**src/design/ppsb_pkg.sv**
```systemverilog
// ----------------------------------------------------------------------------
// ppsb_pkg
// Shared constants, register indexes, controller states and the command and
// status bundles that join the phase stack controller and its datapath.
// ----------------------------------------------------------------------------
package ppsb_pkg;

    // Store geometry and cell width
    localparam int MAX_PULSES     = 64;
    localparam int MAX_PHASE_BINS = 256;
    localparam int ACC_W          = 48;
    localparam int ROW_W          = 6;
    localparam int COL_W          = 8;
    localparam int ADDR_W         = ROW_W + COL_W;
    localparam int NP_W           = 7;
    localparam int NB_W           = 9;

    // Serial divider: one quotient bit per step over a 32-bit dividend
    localparam int DIV_STEPS = 32;
    localparam int DIV_CNT_W = 5;
    localparam logic [DIV_CNT_W-1:0] DIV_LAST = DIV_CNT_W'(DIV_STEPS - 1);

    // Stream widths
    localparam int IN_TDATA_W  = 112;
    localparam int OUT_TDATA_W = 64;

    // Configuration port
    localparam int CFG_ADDR_W = 3;
    localparam int CFG_DATA_W = 32;
    localparam logic [CFG_ADDR_W-1:0] REG_PHASE_MIN      = 3'd0;
    localparam logic [CFG_ADDR_W-1:0] REG_PHASE_BIN_W    = 3'd1;
    localparam logic [CFG_ADDR_W-1:0] REG_PULSE_MIN      = 3'd2;
    localparam logic [CFG_ADDR_W-1:0] REG_NUM_PULSES     = 3'd3;
    localparam logic [CFG_ADDR_W-1:0] REG_NUM_PHASE_BINS = 3'd4;

    // Item kinds carried in the input tuser
    localparam logic MODE_ACC  = 1'b0;
    localparam logic MODE_READ = 1'b1;

    typedef enum logic [2:0] {
        ST_CLEAR,
        ST_IDLE,
        ST_DIV,
        ST_CHECK,
        ST_FETCH,
        ST_UPDATE,
        ST_RESULT
    } state_t;

    // Controller to datapath
    typedef struct packed {
        logic clr_we;
        logic load;
        logic div_step;
        logic check;
        logic fetch;
        logic update;
        logic out_load;
    } cmd_t;

    // Datapath to controller
    typedef struct packed {
        logic clr_last;
        logic hit;
        logic out_free;
    } sts_t;

endpackage

```
**src/design/ppsb_ctrl.sv**
```systemverilog
// ----------------------------------------------------------------------------
// ppsb_ctrl
// Sequencer for the phase stack: clearing sweep after reset, item intake,
// serial division, range check, read-modify-write of one cell and hand-off
// of the result to the output register.
// ----------------------------------------------------------------------------
module ppsb_ctrl
    import ppsb_pkg::*;
(
    input  logic clk,
    input  logic rst_n,
    input  logic in_valid,
    input  logic in_mode,
    output logic in_ready,
    input  sts_t sts,
    output cmd_t cmd
);

    state_t                 state_reg;
    state_t                 state_next;
    logic [DIV_CNT_W-1:0]   div_cnt_reg;
    logic [DIV_CNT_W-1:0]   div_cnt_next;

    // State and step counter registers
    always_ff @(posedge clk or negedge rst_n)
    begin
        if (!rst_n)
        begin
            state_reg   <= ST_CLEAR;
            div_cnt_reg <= '0;
        end
        else
        begin
            state_reg   <= state_next;
            div_cnt_reg <= div_cnt_next;
        end
    end

    // Next state and commands
    always_comb
    begin
        state_next   = state_reg;
        div_cnt_next = div_cnt_reg;
        cmd          = '0;
        in_ready     = 1'b0;
        unique case (state_reg)
            ST_CLEAR:
            begin
                cmd.clr_we = 1'b1;
                if (sts.clr_last)
                begin
                    state_next = ST_IDLE;
                end
            end
            ST_IDLE:
            begin
                in_ready = 1'b1;
                if (in_valid)
                begin
                    cmd.load     = 1'b1;
                    div_cnt_next = '0;
                    state_next   = (in_mode == MODE_READ) ? ST_FETCH : ST_DIV;
                end
            end
            ST_DIV:
            begin
                cmd.div_step = 1'b1;
                div_cnt_next = div_cnt_reg + 1'b1;
                if (div_cnt_reg == DIV_LAST)
                begin
                    state_next = ST_CHECK;
                end
            end
            ST_CHECK:
            begin
                cmd.check  = 1'b1;
                state_next = sts.hit ? ST_FETCH : ST_RESULT;
            end
            ST_FETCH:
            begin
                cmd.fetch  = 1'b1;
                state_next = ST_UPDATE;
            end
            ST_UPDATE:
            begin
                cmd.update = 1'b1;
                state_next = ST_RESULT;
            end
            ST_RESULT:
            begin
                if (sts.out_free)
                begin
                    cmd.out_load = 1'b1;
                    state_next   = ST_IDLE;
                end
            end
            default:
            begin
                state_next = ST_IDLE;
            end
        endcase
    end

`ifndef SYNTHESIS
    // A result is only moved into a free output register.
    a_out_free: assert property (@(posedge clk) disable iff (!rst_n)
        cmd.out_load |-> sts.out_free)
        else $error("result loaded while output register busy");

    // An accepted accumulate item starts the divider from step zero.
    a_div_start: assert property (@(posedge clk) disable iff (!rst_n)
        (state_reg == ST_IDLE && in_valid && in_mode == MODE_ACC)
        |=> (state_reg == ST_DIV && div_cnt_reg == '0))
        else $error("divider not started on accumulate item");

    // The range check follows the full count of division steps.
    a_div_done: assert property (@(posedge clk) disable iff (!rst_n)
        (state_reg == ST_CHECK)
        |-> ($past(state_reg) == ST_DIV && $past(div_cnt_reg) == DIV_LAST))
        else $error("range check reached before division finished");

    // The cell update always uses the data of the fetch just before it.
    a_fetch_update: assert property (@(posedge clk) disable iff (!rst_n)
        cmd.update |-> $past(cmd.fetch))
        else $error("cell update without preceding fetch");
`endif

endmodule

```
**config.mk**
```make
export PLATFORM = sky130hd
export DESIGN_NAME = ppsb_ctrl
export DESIGN_NICKNAME = d
export VERILOG_FILES = /design/src/design/ppsb_pkg.sv /design/src/design/ppsb_ctrl.sv
export SDC_FILE = /design/constraint.sdc
export NUM_CORES = 1
export LEC_CHECK = 0
export BUFFER_PORTS_ARGS = -buffer_cell sky130_fd_sc_hd__buf_2
export CORE_AREA = 2 2 39 41
export DETAILED_ROUTE_END_ITERATION = 7
export DIE_AREA = 0 0 41 43
export HOLD_SLACK_MARGIN = 0.08
export PLACE_DENSITY_LB_ADDON = 0.05
export SETUP_SLACK_MARGIN = 0.3
export SYNTH_ARGS = -nofsm -noshare
export SYNTH_HDL_FRONTEND = slang
export SYNTH_SLANG_ARGS = --single-unit
```
**constraint.sdc**
```tcl
create_clock -name clk -period 2.1 [get_ports clk]
set_clock_uncertainty 0.1 [all_clocks]
set_input_delay 0.525 -clock clk [delete_from_list [all_inputs] [get_ports clk]]
set_output_delay 0.525 -clock clk [all_outputs]
set_load 0.03 [all_outputs]
```
==> flow_metrics.tcl, run 1 <==
set metrics [dict create \
    outcome "finished clean" \
    synth_area_leader_cell "dfrtp_1" \
    final_antenna_net_count 0 \
    cts_htree_levels 1 \
    starting_utilization_of_the_core_area_pct 36.8 \
    drt_pre_antenna_iters 4 \
    hold_viol_final 0 \
    synth_cells 61 \
    setup_tns_ns 0 \
    routed_vias 535 \
    yosys.area_share.xor_xnor_pct 0 \
    combinational_family_with_the_most_area_after_synthesis "simple AND/OR/NAND/NOR gates" \
    grt_setup_unrepaired "true" \
    cp-end-kind "primary output" \
    synthArstFlopShare_pct 100 \
    multi_input_comb_area_um2 298 \
    cell_with_the_most_instances_after_synthesis "nor2_1" \
    ctsRootBufferMaster "clkbuf_4" \
    r2r-start "state_reg[2]" \
    timing.critical_path.from "state_reg[1]" \
    synth.net_count 70 \
    path_max_fanout 8 \
    grt.total_usage_pct 18.8 \
    yosys_most_used_dff "dfrtp_1" \
    clk_pin_slew_worst_paths_ns 0.06 \
    setup.worst_path.start_class "flip-flop" \
    synthesis.area_um2 509 \
    number_of_top_level_pins 15 \
    clk_latency_ns 0.25 \
    max-cap-violations 0 \
    hp-class "flip-flop to flip-flop" \
    tritoncts "yes" \
    ir_drop_uv 603 \
    wire_length_of_the_first_global_routing_pass_um 2180 \
    worstPathRequired_ns 1.47 \
    std_cell_rows 14 \
    count_of_distinct_cell_types_in_the_synthesized_netlist 25 \
    max_clock_freq_mhz 529 \
    grt_antenna_before_repair 0 \
    maximum_number_of_pins_on_one_net_before_global_route_repair 15 \
    detailed_place.area_um2 616 \
    timing_worst_slew_pin_value_ns 0.304 \
    die_w_um 41 \
    place_worst_setup_slack_ns 0.321 \
    numClockSinks 8 \
    power.static_leakage_nw 0.375 \
    final_min_period_over_clock_period_pct 90.0 \
    avgSynthCellArea_um2 8.35 \
    rr_endpoint "div_cnt_reg[2]" \
    grt.overflow.total 0 \
    yosys.area_share.simple_pct 28.3 \
    finalMaxSlewViolations 0 \
    critical_path_capture_point "cmd[4]" \
    yosys.area.top_type_share_pct 39.3 \
    num_antenna_cells 0 \
    dr.first_iter.drc_count 8 \
    slew_headroom_pct 79.7 \
    wirelength_um 1350 \
    synth-adder-area-share_pct 4.91 \
    grt_pass1_vias 522 \
    layout_setup_ws_ns 0.210 \
    worstSetupPathType "flip-flop to primary output" \
    place_congestion 0.654 \
    portbufs 14 \
    layout.filler_cells 149 \
    detail_route.wl_per_cell_um 13.2 \
    syn_to_final_growth_pct 45.5 \
    synthTopCellsByCount "9 x nor2_1, 8 x dfrtp_1, 7 x a21oi_1, 5 x o21ai_0" \
    clock_path_buffers 2 \
    post_synth_main_area_contributors "dfrtp_1 39%, a21oi_1 6.9%, nor2_1 6.6%" \
    timing.reg2reg.setup_slack_ns 0.46 \
    power-per-cell-area_nw_per_um2 1500 \
    ys_seq_area_share_pct 39.3 \
    drive_above_1_share_pct 40.7 \
    drt-vias-per-instance 5.25 \
    tritoncts_buffers 3 \
    area.sequential_um2 201 \
    die_area_um2 1760 \
    synth_compound_gate_area_share_pct 21.4 \
    post-route-drc-count 0 \
    final.hold.worst_slack_ns 0.465 \
    place_hpwl_um 889 \
    coreArea_um2 1380 \
    setup_viol_count_final 0 \
    synth_mux_area_share_pct 0 \
    layout_min_cycle_time_ns 1.89 \
    synth_seq_cells 8 \
    largest_register_ffs 5 \
    final_net_count 97 \
    finalInstanceArea_um2 741 \
    yosys_warnings 0 \
    synth_edf_count 0 \
    dieHeight_um 43 \
    reg2reg_depth 6 \
    timing.critical_path.arrival_ns 1.26 \
]
-- worst min-delay path by stage --
stage	startpoint	to	slack, ns	cells after the start
after floorplan	rst_n	div_cnt_reg[0]	0.13	0
after global placement	rst_n	div_cnt_reg[2]	0.28	1
after detailed placement	rst_n	div_cnt_reg[2]	0.28	1
after CTS	in_mode	state_reg[2]	0.46	3
after global routing	div_cnt_reg[3]	div_cnt_reg[3]	0.52	3
final	div_cnt_reg[3]	div_cnt_reg[3]	0.46	3
-- metal layers --
| layer | global-route usage, % | vias up | share of wire, % |
|---|---|---|---|
| met1 | 22.5 | 244 | 44 |
| met2 | 28.1 | 13 | 51 |
| li1 | - | 276 | - |
| met3 | 4.71 | 2 | 3.8 |
| met5 | 0 | - | 0 |
| met4 | 12.0 | 0 | 1.0 |
-- kinds of logic (layout without fill, tap and decap cells) --
family	after synthesis	after routing
buffers and inverters	7	32
AO/OA/AOI/OAI	18	18
adder cells (fa/ha/maj)	2	2
flip-flops	8	8
AND/OR/NAND/NOR	26	26
-- layout by cell type (no fill, tap or decap), types with 2 or more instances in the layout --
master	n
o21ai_0	5
inv_1	3
ha_1	2
clkbuf_4	3
o22ai_1	2
nor2_1	9
nand2_1	4
dfrtp_1	7
a21oi_1	7
buf_6	3
buf_4	14
and3_1	2
buf_2	7
-- area by class of cell --
class,count,area share (%)
repair buffers,25,24.8
clock buffers,3,3.04
inverters,4,2.03
flip-flops and latches,8,27.2
multi-input cells,46,40.2
well taps,16,2.70
-- stage by stage --
step | cells | power [W] | util (%)
finish | 102 | 0.00111 | 53.5
global route | 102 | 0.00121 | 53.5
CTS | 101 | 0.00109 | 52.7
detailed placement | 91 | 0.000821 | 44.5
global placement | 91 | 0.000825 | 44.5
floorplan | 61 | 0.000673 | -
-- where the power goes --
group	switching, W	leakage, nW	total, W	internal, W
Combinational	0.000386	0.258	0.000729	0.000343
Sequential	0.0000548	0.103	0.000260	0.000206
Clock	0.0000556	0.0138	0.000121	0.0000656
Total	0.000496	0.375	0.00111	0.000615
-- worst max-delay path, cell delays in order, from the launching register on --
cell     delay [ns]
dfrtp_2        0.41
or3b_4         0.40
inv_2          0.07
buf_6          0.12
-- timing repair --
item	CTS	global route
setup endpoints to repair	8	8
endpoints found under the hold margin	8	0
resized for setup	13	1
hold buffers	1	0
setup buffers	6	1
No activity file was read; power rests on OpenSTA's default activity.
==> run 2: changes to the inputs <==
--- a/config.mk
+++ b/config.mk
@@ -6,9 +6,11 @@
 export NUM_CORES = 1
 export LEC_CHECK = 0
 export BUFFER_PORTS_ARGS = -buffer_cell sky130_fd_sc_hd__buf_2
-export CORE_AREA = 2 2 39 41
+export CELL_PAD_IN_SITES_DETAIL_PLACEMENT = 1
+export CELL_PAD_IN_SITES_GLOBAL_PLACEMENT = 1
+export CORE_MARGIN = 1.5
+export CORE_UTILIZATION = 34
 export DETAILED_ROUTE_END_ITERATION = 7
-export DIE_AREA = 0 0 41 43
 export HOLD_SLACK_MARGIN = 0.08
 export PLACE_DENSITY_LB_ADDON = 0.05
 export SETUP_SLACK_MARGIN = 0.3
==> run 2 against run 1 <==
  * Hold slack got worse by 0.015 ns
  * Non-clock buffer count fell by 1
  * Die area fell by 1.4%
  * Count of clock-buffer cells in the layout unchanged
  * Critical path type unchanged
==> flow_metrics.tcl, run 2 (synthesis gave the netlist of run 1 again) <==
set metrics [dict create \
    setup_viol_count_final 0 \
    dieHeight_um 41.7 \
    grt_pass1_vias 514 \
    clock_path_buffers 2 \
    slew_headroom_pct 76.8 \
    r2r-start "div_cnt_reg[1]" \
    layout_setup_ws_ns 0.214 \
    post-route-drc-count 0 \
    power.switching_w 0.000505 \
    portbufs 14 \
    largest_register_ffs 5 \
    starting_utilization_of_the_core_area_pct 37.7 \
    cts_htree_levels 1 \
    setup.worst_path.start_class "flip-flop" \
    num_antenna_cells 0 \
    drive_above_1_share_pct 41.2 \
    worstHoldPathCells 2 \
    number_of_top_level_pins 15 \
    grt.total_usage_pct 18.2 \
    coreArea_um2 1350 \
    detail_route.wl_per_cell_um 13.9 \
    worst_hold_startpoint "div_cnt_reg[4]" \
    grt_antenna_before_repair 0 \
    grt.overflow.total 0 \
    finalInstanceArea_um2 752 \
    die_area_um2 1740 \
    power.share.switching_pct 44.4 \
    internal_power_w 0.000634 \
    place_worst_setup_slack_ns 0.383 \
    critical-path-top-delay-family "flip-flops" \
    sequentialPowerShare_pct 22.0 \
    power.static_leakage_nw 0.372 \
    power.share.combinational_pct 67.4 \
    path_max_fanout 3 \
    worstPathRequired_ns 1.47 \
    ir_drop_uv 664 \
    hp-class "flip-flop to flip-flop" \
    hold_viol_final 0 \
    ctsRootBufferMaster "clkbuf_4" \
    tritoncts "yes" \
    drt_pre_antenna_iters 2 \
    syn_to_final_growth_pct 47.7 \
    timing_worst_slew_pin_value_ns 0.347 \
    dr.first_iter.drc_count 4 \
    numClockSinks 8 \
    outcome "finished clean" \
    die_w_um 41.7 \
    drt-vias-per-instance 5.70 \
    cp_slowest_cell "dfrtp_1" \
    power-per-cell-area_nw_per_um2 1510 \
    place_hpwl_um 968 \
    place_congestion 0.761 \
    wirelength_um 1390 \
    mostFrequentLayoutCell "buf_4" \
    clk_latency_ns 0.26 \
    maximum_number_of_pins_on_one_net_before_global_route_repair 15 \
    cp-end-kind "primary output" \
    dpl.cell_count 90 \
    clk_pin_slew_worst_paths_ns 0.06 \
    leading_cell_types_in_the_layout_fill_and_taps_excluded "11 x buf_4, 9 x nor2_1, 8 x dfrtp_1, 7 x a21oi_1" \
    tritoncts_buffers 3 \
    worstSetupPathType "flip-flop to primary output" \
    final_antenna_net_count 0 \
    routed_vias 570 \
    layout_min_cycle_time_ns 1.89 \
    final_min_period_over_clock_period_pct 89.8 \
    grt_setup_unrepaired "true" \
    timing.reg2reg.setup_slack_ns 0.55 \
    rr_endpoint "div_cnt_reg[4]" \
    worstPathCellList "buf_4 > and4bb_2 > buf_6" \
    layout.cells.non_filler 100 \
    finalMaxSlewViolations 0 \
    max-cap-violations 0 \
    reg2reg_depth 5 \
    std_cell_rows 13 \
    max_clock_freq_mhz 530 \
    timing.critical_path.arrival_ns 1.26 \
    power.clock.fraction_pct 10.6 \
    setup_tns_ns 0 \
    detailed_place.area_um2 614 \
    timing.critical_path.slowest_cell_delay_ns 0.41 \
    wire_length_of_the_first_global_routing_pass_um 2390 \
    holdPathEnd "div_cnt_reg[4]" \
    final.hold.worst_slack_ns 0.450 \
    final_net_count 96 \
    worstPathBufferInverterCount 2 \
]
## run 2: worst max-delay path by stage
| stage | cells after the start | to | start |
|---|---|---|---|
| after floorplan | 3 | cmd[0] | state_reg[1] |
| after CTS | 3 | cmd[4] | state_reg[2] |
| after detailed placement | 3 | cmd[5] | in_valid |
| after global placement | 3 | cmd[5] | in_valid |
| after global routing | 3 | cmd[4] | state_reg[1] |
| final | 3 | cmd[5] | state_reg[1] |
## run 2: power by group through the flow
stage / clock, W / sequential [W] / combinational, W
2_1_floorplan: 0 / 0.000245 / 0.000427
6_report: 0.000121 / 0.000251 / 0.000768
3_3_place_gp: 0 / 0.000243 / 0.000578
4_1_cts: 0.000126 / 0.000245 / 0.000641
3_5_place_dp: 0 / 0.000245 / 0.000583
5_1_grt: 0.000140 / 0.000255 / 0.000840
## run 2: cell type report
class / count / area, µm²
flip-flops and latches: 8 / 200
clock buffers: 3 / 22.5
repair buffers: 24 / 190
fillers: 171 / 598
multi-input cells: 46 / 303
inverters: 4 / 17.5
well taps: 15 / 18.8
## run 2: per-stage QoR
step                util, %  total power, W
detailed placement     45.5        0.000827
global placement       45.5        0.000822
finish                 55.7         0.00114
CTS                    50.1         0.00101
global route           55.7         0.00124
floorplan                 -        0.000673
## run 2: metal layers
layer	global-route usage [%]	up-vias	part of all wire, %
li1	-	274	-
met1	22.8	276	45
met2	29.1	16	50
met3	2.61	4	3.1
met4	11.6	0	2.1
met5	0	-	0
## run 2: repair_timing
item	in CTS	in global routing
hold buffers	1	0
gates resized for setup	13	7
setup endpoints to repair	8	8
setup buffers	0	6
pin swaps	0	3
hold endpoints to repair	8	0
## run 2: tightest hold or removal path, stage by stage (launching register included)
cell     delay (ns)
dfrtp_1        0.37
a21oi_1        0.07
nor2_1         0.07
